## src/rtl/core/snfcs_pkg.sv

```systemverilog
// ----------------------------------------------------------------------------
// snfcs_pkg
// Shared types, codes and constants of the SPI NOR flash command sequencer.
// ----------------------------------------------------------------------------
package snfcs_pkg;

    localparam int CMD_W   = 3;
    localparam int ADDR_W  = 24;
    localparam int LEN_W   = 20;
    localparam int BYTE_W  = 8;
    localparam int KIND_W  = 3;
    localparam int TMO_W   = 10;
    localparam int ID_W    = 24;
    localparam int CFG_IDX_W  = 2;
    localparam int CFG_DATA_W = 24;

    localparam int PAGE_BYTES_DEF   = 256;
    localparam int SECTOR_BYTES_DEF = 4096;

    // request and event codes
    localparam logic [CMD_W-1:0] CMD_IDENT = 3'd0;
    localparam logic [CMD_W-1:0] CMD_READ  = 3'd1;
    localparam logic [CMD_W-1:0] CMD_ERASE = 3'd2;
    localparam logic [CMD_W-1:0] CMD_WRITE = 3'd3;
    localparam logic [CMD_W-1:0] CMD_HDATA = 3'd4;
    localparam logic [CMD_W-1:0] CMD_RX    = 3'd5;
    localparam logic [CMD_W-1:0] CMD_TICK  = 3'd6;

    // result kinds
    localparam logic [KIND_W-1:0] K_SPI  = 3'd0;
    localparam logic [KIND_W-1:0] K_WANT = 3'd1;
    localparam logic [KIND_W-1:0] K_READ = 3'd2;
    localparam logic [KIND_W-1:0] K_OK   = 3'd3;
    localparam logic [KIND_W-1:0] K_ERR  = 3'd4;

    // flash opcodes
    localparam logic [BYTE_W-1:0] OP_WREN  = 8'h06;
    localparam logic [BYTE_W-1:0] OP_RDSR  = 8'h05;
    localparam logic [BYTE_W-1:0] OP_PP    = 8'h02;
    localparam logic [BYTE_W-1:0] OP_READ  = 8'h03;
    localparam logic [BYTE_W-1:0] OP_SE    = 8'h20;
    localparam logic [BYTE_W-1:0] OP_RDID  = 8'h9F;
    localparam logic [BYTE_W-1:0] OP_DUMMY = 8'hFF;

    // configuration register indexes
    localparam logic [CFG_IDX_W-1:0] REG_PROG_TMO  = 2'd0;
    localparam logic [CFG_IDX_W-1:0] REG_ERASE_TMO = 2'd1;
    localparam logic [CFG_IDX_W-1:0] REG_EXP_ID    = 2'd2;

    localparam logic [TMO_W-1:0] PROG_TMO_RST  = 10'd100;
    localparam logic [TMO_W-1:0] ERASE_TMO_RST = 10'd400;
    localparam logic [ID_W-1:0]  EXP_ID_RST    = 24'hEF4013;

    // sequencer phases
    localparam int PH_W = 4;
    localparam logic [PH_W-1:0] PH_IDLE    = 4'd0;
    localparam logic [PH_W-1:0] PH_ID      = 4'd1;
    localparam logic [PH_W-1:0] PH_RD_HDR  = 4'd2;
    localparam logic [PH_W-1:0] PH_RD_DATA = 4'd3;
    localparam logic [PH_W-1:0] PH_ER_WREN = 4'd4;
    localparam logic [PH_W-1:0] PH_ER_HDR  = 4'd5;
    localparam logic [PH_W-1:0] PH_PE_CMD  = 4'd6;
    localparam logic [PH_W-1:0] PH_PE_STAT = 4'd7;
    localparam logic [PH_W-1:0] PH_PE_WAIT = 4'd8;
    localparam logic [PH_W-1:0] PH_WR_WREN = 4'd9;
    localparam logic [PH_W-1:0] PH_WR_HDR  = 4'd10;
    localparam logic [PH_W-1:0] PH_WR_WANT = 4'd11;
    localparam logic [PH_W-1:0] PH_WR_DATA = 4'd12;
    localparam logic [PH_W-1:0] PH_PW_CMD  = 4'd13;
    localparam logic [PH_W-1:0] PH_PW_STAT = 4'd14;
    localparam logic [PH_W-1:0] PH_PW_WAIT = 4'd15;

    typedef struct packed {
        logic [KIND_W-1:0] kind;
        logic [BYTE_W-1:0] spi_byte;
        logic              frame_end;
        logic [BYTE_W-1:0] read_byte;
        logic              last;
    } rsp_item_t;

    function automatic rsp_item_t make_item(
        input logic [KIND_W-1:0] kind,
        input logic [BYTE_W-1:0] sb,
        input logic              fe,
        input logic [BYTE_W-1:0] rb
    );
        rsp_item_t r;
        r.kind      = kind;
        r.spi_byte  = sb;
        r.frame_end = fe;
        r.read_byte = rb;
        r.last      = 1'b0;
        return r;
    endfunction

endpackage

```

## src/rtl/core/snfcs_if.sv

```systemverilog
// ----------------------------------------------------------------------------
// snfcs channel interfaces
// Valid/ready channels for requests, results and configuration writes.
// ----------------------------------------------------------------------------
interface snfcs_req_if;
    logic                          valid;
    logic                          ready;
    logic [snfcs_pkg::CMD_W-1:0]   cmd;
    logic [snfcs_pkg::ADDR_W-1:0]  addr;
    logic [snfcs_pkg::LEN_W-1:0]   length;
    logic [snfcs_pkg::BYTE_W-1:0]  data_byte;
    logic [snfcs_pkg::BYTE_W-1:0]  rx_byte;
    modport source (output valid, cmd, addr, length, data_byte, rx_byte, input ready);
    modport sink   (input valid, cmd, addr, length, data_byte, rx_byte, output ready);
endinterface

interface snfcs_rsp_if;
    logic                          valid;
    logic                          ready;
    logic [snfcs_pkg::KIND_W-1:0]  kind;
    logic [snfcs_pkg::BYTE_W-1:0]  spi_byte;
    logic                          frame_end;
    logic [snfcs_pkg::BYTE_W-1:0]  read_byte;
    logic                          last;
    modport source (output valid, kind, spi_byte, frame_end, read_byte, last, input ready);
    modport sink   (input valid, kind, spi_byte, frame_end, read_byte, last, output ready);
endinterface

interface snfcs_cfg_if;
    logic                              valid;
    logic                              ready;
    logic [snfcs_pkg::CFG_IDX_W-1:0]   index;
    logic [snfcs_pkg::CFG_DATA_W-1:0]  data;
    modport source (output valid, index, data, input ready);
    modport sink   (input valid, index, data, output ready);
endinterface

```

## src/rtl/core/spi_nor_flash_command_sequencer_unit.sv

```systemverilog
// ----------------------------------------------------------------------------
// spi_nor_flash_command_sequencer_unit
// Turns host requests and flash byte events into SPI NOR byte streams.
// ----------------------------------------------------------------------------
//  channel | dir | carries
//  req     | in  | cmd, addr, length, data_byte, rx_byte
//  rsp     | out | kind, spi_byte, frame_end, read_byte, last
//  cfg     | in  | index, data (timeouts, expected id)
//
//  Each item is decoded in the cycle it is accepted; its up to two results go
//  into a four-entry queue; when it was empty, the first is offered the next cycle.
//  One item per cycle while the queue has room for two results; the result
//  side drains one per cycle, so items causing two results limit the rate.
//  A stalled rsp fills the queue and drops req.ready; cfg is taken every cycle.
//  Reset clears the state, the queue and loads the register defaults.
// ----------------------------------------------------------------------------
module spi_nor_flash_command_sequencer_unit #(
    parameter int PAGE_BYTES   = snfcs_pkg::PAGE_BYTES_DEF,
    parameter int SECTOR_BYTES = snfcs_pkg::SECTOR_BYTES_DEF
) (
    input  logic                clk,
    input  logic                rst_n,
    snfcs_req_if.sink           req,
    snfcs_rsp_if.source         rsp,
    snfcs_cfg_if.sink           cfg
);

    localparam int CHUNK_W = $clog2(PAGE_BYTES + 1);
    localparam int QD      = 4;
    localparam int QP_W    = 2;
    localparam int QC_W    = 3;
    localparam logic [snfcs_pkg::LEN_W-1:0] LEN_ONE = 1;

    // configuration registers
    logic [snfcs_pkg::TMO_W-1:0] prog_tmo_reg;
    logic [snfcs_pkg::TMO_W-1:0] erase_tmo_reg;
    logic [snfcs_pkg::ID_W-1:0]  exp_id_reg;

    // sequencer state
    logic [snfcs_pkg::PH_W-1:0]   phase_reg,  phase_next;
    logic [snfcs_pkg::ADDR_W-1:0] addr_reg,   addr_next;
    logic [snfcs_pkg::LEN_W-1:0]  rem_reg,    rem_next;
    logic [CHUNK_W-1:0]           chunk_reg,  chunk_next;
    logic [2:0]                   fpos_reg,   fpos_next;
    logic [snfcs_pkg::TMO_W-1:0]  ticks_reg,  ticks_next;
    logic [snfcs_pkg::ID_W-1:0]   idsh_reg,   idsh_next;

    // results of the accepted item
    snfcs_pkg::rsp_item_t r0, r1;
    logic [1:0]           nres;

    // result queue
    snfcs_pkg::rsp_item_t q_mem [QD];
    logic [QP_W-1:0]      wp_reg, rp_reg;
    logic [QC_W-1:0]      cnt_reg;

    logic req_acc, rsp_acc;

    assign req.ready = (cnt_reg <= QC_W'(QD - 2));
    assign req_acc   = req.valid & req.ready;
    assign rsp.valid = (cnt_reg != '0);
    assign rsp_acc   = rsp.valid & rsp.ready;
    assign cfg.ready = 1'b1;

    assign rsp.kind      = q_mem[rp_reg].kind;
    assign rsp.spi_byte  = q_mem[rp_reg].spi_byte;
    assign rsp.frame_end = q_mem[rp_reg].frame_end;
    assign rsp.read_byte = q_mem[rp_reg].read_byte;
    assign rsp.last      = q_mem[rp_reg].last;

    // configuration writes
    always_ff @(posedge clk or negedge rst_n)
    begin
        if (!rst_n)
        begin
            prog_tmo_reg  <= snfcs_pkg::PROG_TMO_RST;
            erase_tmo_reg <= snfcs_pkg::ERASE_TMO_RST;
            exp_id_reg    <= snfcs_pkg::EXP_ID_RST;
        end
        else if (cfg.valid)
        begin
            case (cfg.index)
                snfcs_pkg::REG_PROG_TMO:  prog_tmo_reg  <= cfg.data[snfcs_pkg::TMO_W-1:0];
                snfcs_pkg::REG_ERASE_TMO: erase_tmo_reg <= cfg.data[snfcs_pkg::TMO_W-1:0];
                snfcs_pkg::REG_EXP_ID:    exp_id_reg    <= cfg.data[snfcs_pkg::ID_W-1:0];
                default: ;
            endcase
        end
    end

    // address byte of the three-byte header
    function automatic logic [7:0] addr_byte(input logic [23:0] a, input logic [2:0] p);
        logic [7:0] b;
        case (p)
            3'd1:    b = a[23:16];
            3'd2:    b = a[15:8];
            3'd3:    b = a[7:0];
            default: b = 8'h00;
        endcase
        return b;
    endfunction

    // item decode and next state
    always_comb
    begin
        logic [snfcs_pkg::ADDR_W-1:0] room;
        logic [snfcs_pkg::LEN_W-1:0]  rem_dec;
        logic [CHUNK_W-1:0]           chunk_dec;
        logic [snfcs_pkg::TMO_W-1:0]  tick_inc;
        logic [snfcs_pkg::TMO_W-1:0]  limit;
        logic                         wr;

        phase_next = phase_reg;
        addr_next  = addr_reg;
        rem_next   = rem_reg;
        chunk_next = chunk_reg;
        fpos_next  = fpos_reg;
        ticks_next = ticks_reg;
        idsh_next  = idsh_reg;
        r0   = snfcs_pkg::make_item(snfcs_pkg::K_SPI, 8'h00, 1'b0, 8'h00);
        r1   = r0;
        nres = 2'd0;
        rem_dec   = rem_reg - 1'b1;
        chunk_dec = chunk_reg - 1'b1;
        wr        = (phase_reg == snfcs_pkg::PH_PW_WAIT) || (phase_reg == snfcs_pkg::PH_PW_STAT);
        limit     = wr ? prog_tmo_reg : erase_tmo_reg;
        tick_inc  = (ticks_reg < 10'd1023) ? ticks_reg + 1'b1 : ticks_reg;
        room      = snfcs_pkg::ADDR_W'(PAGE_BYTES) -
                    (req.addr % snfcs_pkg::ADDR_W'(PAGE_BYTES));

        if (req.cmd <= snfcs_pkg::CMD_WRITE)
        begin
            if (phase_reg == snfcs_pkg::PH_IDLE)
            begin
                fpos_next = 3'd1;
                nres = 2'd1;
                case (req.cmd)
                    snfcs_pkg::CMD_IDENT:
                    begin
                        idsh_next  = '0;
                        r0 = snfcs_pkg::make_item(snfcs_pkg::K_SPI, snfcs_pkg::OP_RDID, 1'b0, 8'h00);
                        phase_next = snfcs_pkg::PH_ID;
                    end
                    snfcs_pkg::CMD_READ:
                    begin
                        if (req.length == '0)
                            r0 = snfcs_pkg::make_item(snfcs_pkg::K_OK, 8'h00, 1'b0, 8'h00);
                        else
                        begin
                            addr_next  = req.addr;
                            rem_next   = req.length;
                            r0 = snfcs_pkg::make_item(snfcs_pkg::K_SPI, snfcs_pkg::OP_READ, 1'b0, 8'h00);
                            phase_next = snfcs_pkg::PH_RD_HDR;
                        end
                    end
                    snfcs_pkg::CMD_ERASE:
                    begin
                        addr_next  = req.addr - (req.addr % snfcs_pkg::ADDR_W'(SECTOR_BYTES));
                        r0 = snfcs_pkg::make_item(snfcs_pkg::K_SPI, snfcs_pkg::OP_WREN, 1'b1, 8'h00);
                        phase_next = snfcs_pkg::PH_ER_WREN;
                    end
                    default:
                    begin
                        if (req.length == '0)
                            r0 = snfcs_pkg::make_item(snfcs_pkg::K_OK, 8'h00, 1'b0, 8'h00);
                        else
                        begin
                            addr_next  = req.addr;
                            rem_next   = req.length;
                            chunk_next = (snfcs_pkg::ADDR_W'(req.length) < room) ?
                                         CHUNK_W'(req.length) : CHUNK_W'(room);
                            r0 = snfcs_pkg::make_item(snfcs_pkg::K_SPI, snfcs_pkg::OP_WREN, 1'b1, 8'h00);
                            phase_next = snfcs_pkg::PH_WR_WREN;
                        end
                    end
                endcase
            end
        end
        else if (req.cmd == snfcs_pkg::CMD_HDATA)
        begin
            if (phase_reg == snfcs_pkg::PH_WR_WANT)
            begin
                nres = 2'd1;
                r0 = snfcs_pkg::make_item(snfcs_pkg::K_SPI, req.data_byte,
                                          chunk_reg == CHUNK_W'(1), 8'h00);
                phase_next = snfcs_pkg::PH_WR_DATA;
            end
        end
        else if (req.cmd == snfcs_pkg::CMD_RX)
        begin
            case (phase_reg)
                snfcs_pkg::PH_ID:
                begin
                    nres = 2'd1;
                    if (fpos_reg >= 3'd2)
                        idsh_next = {idsh_reg[15:0], req.rx_byte};
                    if (fpos_reg < 3'd4)
                    begin
                        r0 = snfcs_pkg::make_item(snfcs_pkg::K_SPI, snfcs_pkg::OP_DUMMY,
                                                  fpos_reg == 3'd3, 8'h00);
                        fpos_next = fpos_reg + 1'b1;
                    end
                    else
                    begin
                        r0 = snfcs_pkg::make_item((idsh_next == exp_id_reg) ?
                                 snfcs_pkg::K_OK : snfcs_pkg::K_ERR, 8'h00, 1'b0, 8'h00);
                        phase_next = snfcs_pkg::PH_IDLE;
                    end
                end
                snfcs_pkg::PH_RD_HDR:
                begin
                    nres = 2'd1;
                    if (fpos_reg < 3'd4)
                    begin
                        r0 = snfcs_pkg::make_item(snfcs_pkg::K_SPI,
                                 addr_byte(addr_reg, fpos_reg), 1'b0, 8'h00);
                        fpos_next = fpos_reg + 1'b1;
                    end
                    else
                    begin
                        r0 = snfcs_pkg::make_item(snfcs_pkg::K_SPI, snfcs_pkg::OP_DUMMY,
                                                  rem_reg == LEN_ONE, 8'h00);
                        phase_next = snfcs_pkg::PH_RD_DATA;
                    end
                end
                snfcs_pkg::PH_RD_DATA:
                begin
                    nres = 2'd2;
                    r0 = snfcs_pkg::make_item(snfcs_pkg::K_READ, 8'h00, 1'b0, req.rx_byte);
                    rem_next = rem_dec;
                    if (rem_dec == '0)
                    begin
                        r1 = snfcs_pkg::make_item(snfcs_pkg::K_OK, 8'h00, 1'b0, 8'h00);
                        phase_next = snfcs_pkg::PH_IDLE;
                    end
                    else
                        r1 = snfcs_pkg::make_item(snfcs_pkg::K_SPI, snfcs_pkg::OP_DUMMY,
                                                  rem_dec == LEN_ONE, 8'h00);
                end
                snfcs_pkg::PH_ER_WREN:
                begin
                    nres = 2'd1;
                    r0 = snfcs_pkg::make_item(snfcs_pkg::K_SPI, snfcs_pkg::OP_SE, 1'b0, 8'h00);
                    fpos_next  = 3'd1;
                    phase_next = snfcs_pkg::PH_ER_HDR;
                end
                snfcs_pkg::PH_WR_WREN:
                begin
                    nres = 2'd1;
                    r0 = snfcs_pkg::make_item(snfcs_pkg::K_SPI, snfcs_pkg::OP_PP, 1'b0, 8'h00);
                    fpos_next  = 3'd1;
                    phase_next = snfcs_pkg::PH_WR_HDR;
                end
                snfcs_pkg::PH_ER_HDR:
                begin
                    nres = 2'd1;
                    if (fpos_reg < 3'd4)
                    begin
                        r0 = snfcs_pkg::make_item(snfcs_pkg::K_SPI,
                                 addr_byte(addr_reg, fpos_reg), fpos_reg == 3'd3, 8'h00);
                        fpos_next = fpos_reg + 1'b1;
                    end
                    else
                    begin
                        ticks_next = '0;
                        r0 = snfcs_pkg::make_item(snfcs_pkg::K_SPI, snfcs_pkg::OP_RDSR, 1'b0, 8'h00);
                        phase_next = snfcs_pkg::PH_PE_CMD;
                    end
                end
                snfcs_pkg::PH_WR_HDR:
                begin
                    nres = 2'd1;
                    if (fpos_reg < 3'd4)
                    begin
                        r0 = snfcs_pkg::make_item(snfcs_pkg::K_SPI,
                                 addr_byte(addr_reg, fpos_reg), 1'b0, 8'h00);
                        fpos_next = fpos_reg + 1'b1;
                    end
                    else
                    begin
                        r0 = snfcs_pkg::make_item(snfcs_pkg::K_WANT, 8'h00, 1'b0, 8'h00);
                        phase_next = snfcs_pkg::PH_WR_WANT;
                    end
                end
                snfcs_pkg::PH_WR_DATA:
                begin
                    nres = 2'd1;
                    chunk_next = chunk_dec;
                    rem_next   = rem_dec;
                    addr_next  = addr_reg + 1'b1;
                    if (chunk_dec == '0)
                    begin
                        ticks_next = '0;
                        r0 = snfcs_pkg::make_item(snfcs_pkg::K_SPI, snfcs_pkg::OP_RDSR, 1'b0, 8'h00);
                        phase_next = snfcs_pkg::PH_PW_CMD;
                    end
                    else
                    begin
                        r0 = snfcs_pkg::make_item(snfcs_pkg::K_WANT, 8'h00, 1'b0, 8'h00);
                        phase_next = snfcs_pkg::PH_WR_WANT;
                    end
                end
                snfcs_pkg::PH_PE_CMD:
                begin
                    nres = 2'd1;
                    r0 = snfcs_pkg::make_item(snfcs_pkg::K_SPI, snfcs_pkg::OP_DUMMY, 1'b1, 8'h00);
                    phase_next = snfcs_pkg::PH_PE_STAT;
                end
                snfcs_pkg::PH_PW_CMD:
                begin
                    nres = 2'd1;
                    r0 = snfcs_pkg::make_item(snfcs_pkg::K_SPI, snfcs_pkg::OP_DUMMY, 1'b1, 8'h00);
                    phase_next = snfcs_pkg::PH_PW_STAT;
                end
                snfcs_pkg::PH_PE_STAT, snfcs_pkg::PH_PW_STAT:
                begin
                    if (!req.rx_byte[0])
                    begin
                        nres = 2'd1;
                        if (wr && rem_reg != '0)
                        begin
                            room = snfcs_pkg::ADDR_W'(PAGE_BYTES) -
                                   (addr_reg % snfcs_pkg::ADDR_W'(PAGE_BYTES));
                            chunk_next = (snfcs_pkg::ADDR_W'(rem_reg) < room) ?
                                         CHUNK_W'(rem_reg) : CHUNK_W'(room);
                            r0 = snfcs_pkg::make_item(snfcs_pkg::K_SPI, snfcs_pkg::OP_WREN,
                                                      1'b1, 8'h00);
                            phase_next = snfcs_pkg::PH_WR_WREN;
                        end
                        else
                        begin
                            r0 = snfcs_pkg::make_item(snfcs_pkg::K_OK, 8'h00, 1'b0, 8'h00);
                            phase_next = snfcs_pkg::PH_IDLE;
                        end
                    end
                    else
                        phase_next = wr ? snfcs_pkg::PH_PW_WAIT : snfcs_pkg::PH_PE_WAIT;
                end
                default: ;
            endcase
        end
        else if (req.cmd == snfcs_pkg::CMD_TICK)
        begin
            if (phase_reg == snfcs_pkg::PH_PE_WAIT || phase_reg == snfcs_pkg::PH_PW_WAIT)
            begin
                nres = 2'd1;
                ticks_next = tick_inc;
                if (tick_inc >= limit)
                begin
                    r0 = snfcs_pkg::make_item(snfcs_pkg::K_ERR, 8'h00, 1'b0, 8'h00);
                    phase_next = snfcs_pkg::PH_IDLE;
                end
                else
                begin
                    r0 = snfcs_pkg::make_item(snfcs_pkg::K_SPI, snfcs_pkg::OP_RDSR, 1'b0, 8'h00);
                    phase_next = wr ? snfcs_pkg::PH_PW_CMD : snfcs_pkg::PH_PE_CMD;
                end
            end
        end

        // mark the final result of the item
        if (nres == 2'd1)
            r0.last = 1'b1;
        if (nres == 2'd2)
            r1.last = 1'b1;
    end

    // state registers
    always_ff @(posedge clk or negedge rst_n)
    begin
        if (!rst_n)
        begin
            phase_reg <= snfcs_pkg::PH_IDLE;
            addr_reg  <= '0;
            rem_reg   <= '0;
            chunk_reg <= '0;
            fpos_reg  <= '0;
            ticks_reg <= '0;
            idsh_reg  <= '0;
        end
        else if (req_acc)
        begin
            phase_reg <= phase_next;
            addr_reg  <= addr_next;
            rem_reg   <= rem_next;
            chunk_reg <= chunk_next;
            fpos_reg  <= fpos_next;
            ticks_reg <= ticks_next;
            idsh_reg  <= idsh_next;
        end
    end

    // result queue storage
    always_ff @(posedge clk)
    begin
        if (req_acc && nres != 2'd0)
            q_mem[wp_reg] <= r0;
        if (req_acc && nres == 2'd2)
            q_mem[wp_reg + 1'b1] <= r1;
    end

    // result queue pointers
    always_ff @(posedge clk or negedge rst_n)
    begin
        if (!rst_n)
        begin
            wp_reg  <= '0;
            rp_reg  <= '0;
            cnt_reg <= '0;
        end
        else
        begin
            if (req_acc)
                wp_reg <= wp_reg + QP_W'(nres);
            if (rsp_acc)
                rp_reg <= rp_reg + 1'b1;
            cnt_reg <= cnt_reg + QC_W'(req_acc ? nres : 2'd0) - QC_W'(rsp_acc);
        end
    end

    // checks
    a_queue_bound: assert property (@(posedge clk) disable iff (!rst_n)
        cnt_reg <= QC_W'(QD))
        else $error("result queue overflow");

    a_frame_pos: assert property (@(posedge clk) disable iff (!rst_n)
        phase_reg != snfcs_pkg::PH_IDLE |-> fpos_reg != 3'd0)
        else $error("busy phase with no frame position");

    a_chunk_bound: assert property (@(posedge clk) disable iff (!rst_n)
        chunk_reg <= CHUNK_W'(PAGE_BYTES))
        else $error("chunk larger than a page");

endmodule

```

## src/flat_wrapper.sv

```systemverilog
// flat-port wrapper written by rule: the top's interface ports become plain ports
module spi_nor_flash_command_sequencer_unit_flat 
#(
    parameter int PAGE_BYTES   = snfcs_pkg::PAGE_BYTES_DEF,
    parameter int SECTOR_BYTES = snfcs_pkg::SECTOR_BYTES_DEF
)
  (clk, rst_n, req_valid, req_cmd, req_addr, req_length, req_data_byte, req_rx_byte, req_ready, rsp_valid, rsp_kind, rsp_spi_byte, rsp_frame_end, rsp_read_byte, rsp_last, rsp_ready, cfg_valid, cfg_index, cfg_data, cfg_ready);
  snfcs_req_if req_i ();
  snfcs_rsp_if rsp_i ();
  snfcs_cfg_if cfg_i ();
  input  logic clk;
  input  logic rst_n;
  input wire logic [$bits(req_i.valid)-1:0] req_valid;
  input wire logic [$bits(req_i.cmd)-1:0] req_cmd;
  input wire logic [$bits(req_i.addr)-1:0] req_addr;
  input wire logic [$bits(req_i.length)-1:0] req_length;
  input wire logic [$bits(req_i.data_byte)-1:0] req_data_byte;
  input wire logic [$bits(req_i.rx_byte)-1:0] req_rx_byte;
  output wire logic [$bits(req_i.ready)-1:0] req_ready;
  output wire logic [$bits(rsp_i.valid)-1:0] rsp_valid;
  output wire logic [$bits(rsp_i.kind)-1:0] rsp_kind;
  output wire logic [$bits(rsp_i.spi_byte)-1:0] rsp_spi_byte;
  output wire logic [$bits(rsp_i.frame_end)-1:0] rsp_frame_end;
  output wire logic [$bits(rsp_i.read_byte)-1:0] rsp_read_byte;
  output wire logic [$bits(rsp_i.last)-1:0] rsp_last;
  input wire logic [$bits(rsp_i.ready)-1:0] rsp_ready;
  input wire logic [$bits(cfg_i.valid)-1:0] cfg_valid;
  input wire logic [$bits(cfg_i.index)-1:0] cfg_index;
  input wire logic [$bits(cfg_i.data)-1:0] cfg_data;
  output wire logic [$bits(cfg_i.ready)-1:0] cfg_ready;
  assign req_i.valid = req_valid;
  assign req_i.cmd = req_cmd;
  assign req_i.addr = req_addr;
  assign req_i.length = req_length;
  assign req_i.data_byte = req_data_byte;
  assign req_i.rx_byte = req_rx_byte;
  assign req_ready = req_i.ready;
  assign rsp_valid = rsp_i.valid;
  assign rsp_kind = rsp_i.kind;
  assign rsp_spi_byte = rsp_i.spi_byte;
  assign rsp_frame_end = rsp_i.frame_end;
  assign rsp_read_byte = rsp_i.read_byte;
  assign rsp_last = rsp_i.last;
  assign rsp_i.ready = rsp_ready;
  assign cfg_i.valid = cfg_valid;
  assign cfg_i.index = cfg_index;
  assign cfg_i.data = cfg_data;
  assign cfg_ready = cfg_i.ready;
  spi_nor_flash_command_sequencer_unit #(.PAGE_BYTES(PAGE_BYTES), .SECTOR_BYTES(SECTOR_BYTES)) u_core (.clk(clk), .rst_n(rst_n), .req(req_i), .rsp(rsp_i), .cfg(cfg_i));
endmodule
```

## config.mk

```make
export PLATFORM = sky130hd
export DESIGN_NAME = spi_nor_flash_command_sequencer_unit_flat
export DESIGN_NICKNAME = d
export VERILOG_FILES = /design/src/rtl/core/snfcs_pkg.sv /design/src/rtl/core/snfcs_if.sv /design/src/rtl/core/spi_nor_flash_command_sequencer_unit.sv /design/src/flat_wrapper.sv
export SDC_FILE = /design/constraint.sdc
export NUM_CORES = 1
export LEC_CHECK = 0
export ABC_CLOCK_PERIOD_IN_PS = 4900
export BUFFER_PORTS_ARGS = -buffer_cell sky130_fd_sc_hd__buf_2
export CAP_MARGIN = 20
export CORE_ASPECT_RATIO = 0.9
export CORE_MARGIN = 4
export CORE_UTILIZATION = 61
export CTS_CLUSTER_DIAMETER = 60
export DETAILED_ROUTE_END_ITERATION = 16
export GPL_ROUTABILITY_DRIVEN = 0
export PLACE_DENSITY = 0.89
export SKIP_CTS_REPAIR_TIMING = 1
export SYNTH_ARGS = -nofsm -noshare
export SYNTH_HDL_FRONTEND = slang
export SYNTH_SLANG_ARGS = --single-unit
```

## constraint.sdc

```tcl
create_clock -name clk -period 4.9 [get_ports clk]
set_clock_uncertainty 0.2 [all_clocks]
set_input_delay 0.245 -clock clk [delete_from_list [all_inputs] [get_ports clk]]
set_output_delay 0.245 -clock clk [all_outputs]
set_load 0.02 [all_outputs]
```

# Word-level counts from Yosys, hierarchy flattened
# Memories as Yosys holds them, arrays and structs flattened.
# Cells that the tools add are included.
dict set report totals {
  reg_bits 145
  ram_bits 84
  input_bits 94
  output_inout_bits 24
  word_cells 249
  mem_count 1
}
# name depth width rd rd_ports_with_merged_regs write_ports line_no
set mem_list {}
lappend mem_list {u_core.q_mem 4 21 1 0 2 spi_nor_flash_command_sequencer_unit.sv:53} ;# snfcs_pkg::rsp_item_t q_mem [QD];
dict set report classes {
  add_sub_neg 13
  n_lt_le_gt_ge 8
  n_eq_ne 54
  muxes 114
  n_bitwise 4
  n_reduce_logical 42
}
# cell n
set ops {}
lappend ops {{$mux 24} 17}
lappend ops {{$mux 21} 13}
lappend ops {{$mux 20} 11}
lappend ops {{$pmux 21 s10} 1}
lappend ops {{$mux 9} 10}
lappend ops {{$mux 4} 18}
lappend ops {{$mux 10} 7}
lappend ops {{$pmux 21 s3} 1}
lappend ops {{$mux 18} 3}
lappend ops {{$lt 20x24->1} 2}
lappend ops {{$pmux 24 s2} 1}
lappend ops {{$pmux 4 s11} 1}
lappend ops {{$eq 20x1->1 const B} 2}
lappend ops {{$logic_not 20->1} 2}
lappend ops {{$mux 19} 2}
lappend ops {{$eq 4x4->1 const B} 8}
lappend ops {{$ne 5x3->1 const B} 5}
lappend ops {{$add 24x1->24 const B} 1}
lappend ops {{$eq 24x24->1} 1}
lappend ops {{$mux 3} 8}
lappend ops {{$pmux 8 s3} 1}
lappend ops {{$sub 24x12->24} 1}
lappend ops {{$pmux 10 s2} 1}
lappend ops {{$reduce_bool 20->1} 1}
lappend ops {{57 further kinds} 117}

# Longest topological paths before layout
dict set report logic_depth {
  ltp_word 14
  depth_mapped 16
  mapped_depth_nobuf 15
}

# Worst setup path after synthesis
# No wires, ideal clock.
dict set report synth_timing {
  kind {reg2reg}
  startpoint {reg u_core.phase_reg[2] (netlist bit)}
  endpoint {mem u_core.q_mem[1][12] (netlist bit) (data pin)}
  setup_time_ps 271
  arrival_ps 3205
  path_slack_ps 1224
  stages_incl_launch_ff 15
  n_path_buf 3
  synth_period_minus_slack_ps 3676
  path_cell_list {dfrtp_1 -> clkbuf_1 -> buf_1 -> nand3_1 -> buf_1 -> mux2_2 -> ha_1 -> nand2b_1 -> nand3_1 -> a21oi_1 -> a211oi_1 -> o21ai_0 -> nor2_1 -> a211oi_1 -> o21ai_0}
}
# item line_no
set synth_lines {}
lappend synth_lines {{start: declaration} spi_nor_flash_command_sequencer_unit.sv:40} ;# logic [snfcs_pkg::PH_W-1:0] phase_reg, phase_next;
lappend synth_lines {{start signal: assignment} spi_nor_flash_command_sequencer_unit.sv:373} ;# phase_reg <= snfcs_pkg::PH_IDLE;
lappend synth_lines {{start signal: assignment} spi_nor_flash_command_sequencer_unit.sv:383} ;# phase_reg <= phase_next;
lappend synth_lines {{end: declaration} spi_nor_flash_command_sequencer_unit.sv:53}

==> flow_metrics.py <==
metrics = {
    "logic_synthesis": {
        "ys_ff_latch": 229,
        "synth.net_count": 1687,
        "yosysTopAreaCellShare_pct": 22.81,
        "syn-instance-count": 1548,
        "synth-async-reset-ratio_pct": 63.32,
        "synth_area_sq_um": 14040,
        "synthDistinctLibCells": 76,
        "synth.avg_cell_area_sq_um": 9.070,
        "synth.yosys.seq_area_share_pct": 41.39,
        "synth_edf_count": 48,
        "synth_top_cell_by_area": "dfrtp_1",
        "synth_area_leaders": "dfrtp_1, edfxtp_1, o21ai_0, dfxtp_1, nand2_1",
        "synth_ff_type": "dfrtp_1",
        "yosys_warnings": 0,
    },
    "floorplanning": {
        "floorplan.initialDensity_pct": 62.19,
        "die_w_um": 167.9,
        "die_h_um": 151.9,
        "io_pins": 118,
        "die-area_sq_um": 25510,
        "rows": 52,
        "coreArea_sq_um": 22580,
    },
    "status": {
        "status": "completed",
    },
    "sta": {
        "hold_viol": 0,
        "fin_hold_ws_ns": 0.005828,
        "final-setup-viol-count": 0,
        "finalCritPeriodShare_pct": 89.32,
        "tightest_slew_ns": 1.061,
        "drv_slew": 0,
        "rsz0062_at_grt": "false",
        "period_minus_slack_ns": 4.376,
        "setup_tns_ns": 0,
        "fmax_ghz": 0.2285,
        "maxSlewHeadroom_pct": 29.25,
    },
    "clock_tree": {
        "cts-htree-levels": 1,
        "clk_latency_ns": 0.52,
        "clkTransAtPathRegs_ns": 0.06,
        "numCtsBuffers": 25,
        "cts_num_sinks": 229,
        "cts_tree": "done",
        "root_buffer": "clkbuf_16",
        "clock_tree.buffer_depth": 3,
    },
    "setup_path": {
        "crit_fanout": 10,
        "worstPathRequired_ns": 4.95,
        "start_kind": "flip-flop",
        "crit_type": "reg2reg",
        "cp-end-kind": "flip-flop",
        "critical_path_arrival_ns": 4.43,
    },
    "route": {
        "dr.pass1.iters": 7,
        "drt_iter0_markers": 1910,
        "vias": 13637,
        "vias_per_cell": 6.785,
        "drt_wl_total_mm": 41.92,
        "drc": 0,
        "postRouteAntennaNets": 0,
        "wire_per_inst_um": 20.86,
    },
    "run": {
        "cap_violations": 0,
    },
    "finish": {
        "largest_reg_flops": 84,
        "drive_above_1_share_pct": 17.06,
        "final_util_pct": 72.92,
        "nFillCells": 1498,
        "mostFrequentLayoutCells": "o21ai_0, nand2_1, dfrtp_1",
        "final_common_cell": "o21ai_0",
        "top_register": "u_core.q_mem",
        "areaGrowthSynthToFinish_pct": 17.24,
        "fin_nets": 1832,
    },
    "placement": {
        "dpl.hpwl_mm": 27.29,
        "io_buffers": 116,
    },
    "hold_path": {
        "min-delay-path-class": "in2async",
    },
    "power": {
        "p_leak_nw": 6.813,
        "power_density_nw_per_um2": 491.2,
        "ir_worst_vdd_uv": 534.0,
    },
    "global_routing": {
        "grt_max_degree": 108,
        "grt-ovfl-total": 0,
        "grt_pass1_wl_mm": 63.83,
        "grt_pass1_vias": 12346,
        "antenna_found_initial": 1,
        "track_usage_pct": 29.73,
    },
}
-- worst paths after layout --
kind / from / endpoint / slack (ns) / depth (start not counted)
setup / recovery: u_core.ticks_reg[0] / u_core.q_mem[2][12] / 0.52 / 14
hold / removal: rst_n / u_core.addr_reg[4] / 0.006 / 2
setup reg to reg: u_core.ticks_reg[0] / u_core.q_mem[2][12] / 0.52 / 14
hold reg to reg: u_core.q_mem[2][3] / u_core.q_mem[2][3] / 0.27 / 2
max in group asynchronous: rst_n / u_core.exp_id_reg[23] / 3.25 / 4
min in group clk: req_data_byte[1] / u_core.q_mem[1][11] / 0.02 / 3
-- worst max-delay path, stage by stage, from the launching register on --
cell and delay, ns:
dfrtp_1 0.42, ha_1 0.21, and2_1 0.26, nand4_1 0.41, nand2b_1 0.35, nor2_1 0.11, xor2_1 0.16, ha_1 0.31
nand3_1 0.08, a21oi_1 0.15, a211oi_1 0.07, o21ai_0 0.69, nor2_1 0.16, a211oi_1 0.39, o21ai_0 0.15
-- through the flow --
step / power [mW] / cell area, sq um / cells / worst slack [ns]
final: 8.086 / 16460 / 2010 / 0.5235
after global routing: 8.496 / 16460 / 2010 / 0.1572
after CTS: 7.854 / 15610 / 1926 / 0.6329
after detailed placement: 5.936 / 14780 / 1880 / 0.6681
after global placement: 5.785 / 14780 / 1880 / 0.8960
after floorplan: 5.078 / 14040 / 1548 / 1.224
-- Yosys cell counts (all sizes together) (4+ instances only) --
master   count
mux2        49
o22a         5
a21o        11
dfrtp      128
a31oi        9
a221o        8
or4          7
o22ai       40
dfxtp       36
nand3       97
and2        11
edfxtp      48
o2111ai      7
nand3b       8
buf         22
ha          44
nor3        45
a222oi       5
nor4        18
xnor2       30
o31ai       11
clkbuf      84
nor2        83
or3          8
and3        23
a221oi       5
nand2      149
inv         55
o21a         4
nand4       17
nand2b      17
mux2i       24
a21oi       75
o211ai      12
a21boi       5
a22oi       40
or2         11
xor2        13
mux4        21
a2111oi      6
a311oi       4
a211oi       9
nor2b       13
dfstp       17
o21ai      180
-- layout make-up --
cell class / count / area, sq um / share of cell area, %
Sequential cell: 229 / 5812 / 35.30
Timing Repair Buffer: 224 / 1620 / 9.843
Multi-Input combinational cell: 1158 / 7619 / 46.28
Clock inverter: 9 / 87.58 / 0.5320
Clock buffer: 37 / 743.2 / 4.515
Tap cell: 297 / 371.6 / 2.257
Inverter: 55 / 206.4 / 1.254
Antenna cell: 1 / 2.502 / 0.01520
-- power by group --
| group | switching [mW] | internal (mW) |
|---|---|---|
| Sequential | 0.471 | 2.24 |
| Clock | 0.792 | 1.11 |
| Combinational | 2.04 | 1.43 |
| Total | 3.31 | 4.78 |
-- kinds of logic after synthesis --
group / count (synthesis) / share of synthesized area, %
compound gates: 462 / 20.46
xor+xnor: 43 / 2.682
fa+ha+maj: 45 / 4.063
buf+inv: 161 / 4.536
flops: 229 / 41.39
mux: 94 / 9.009
other cells: 1 / 0.02671
simple gates: 513 / 17.83
-- metal layers --
metal | vias to the layer above | part of all wire (%) | GRT usage, %
met5 | - | 0 | 0
met4 | 0 | 3.9 | 8.733
met2 | 998 | 45 | 45.77
li1 | 6057 | - | -
met1 | 6405 | 39 | 43.18
met3 | 177 | 12 | 5.716
Power figures use the tool's default switching activity.
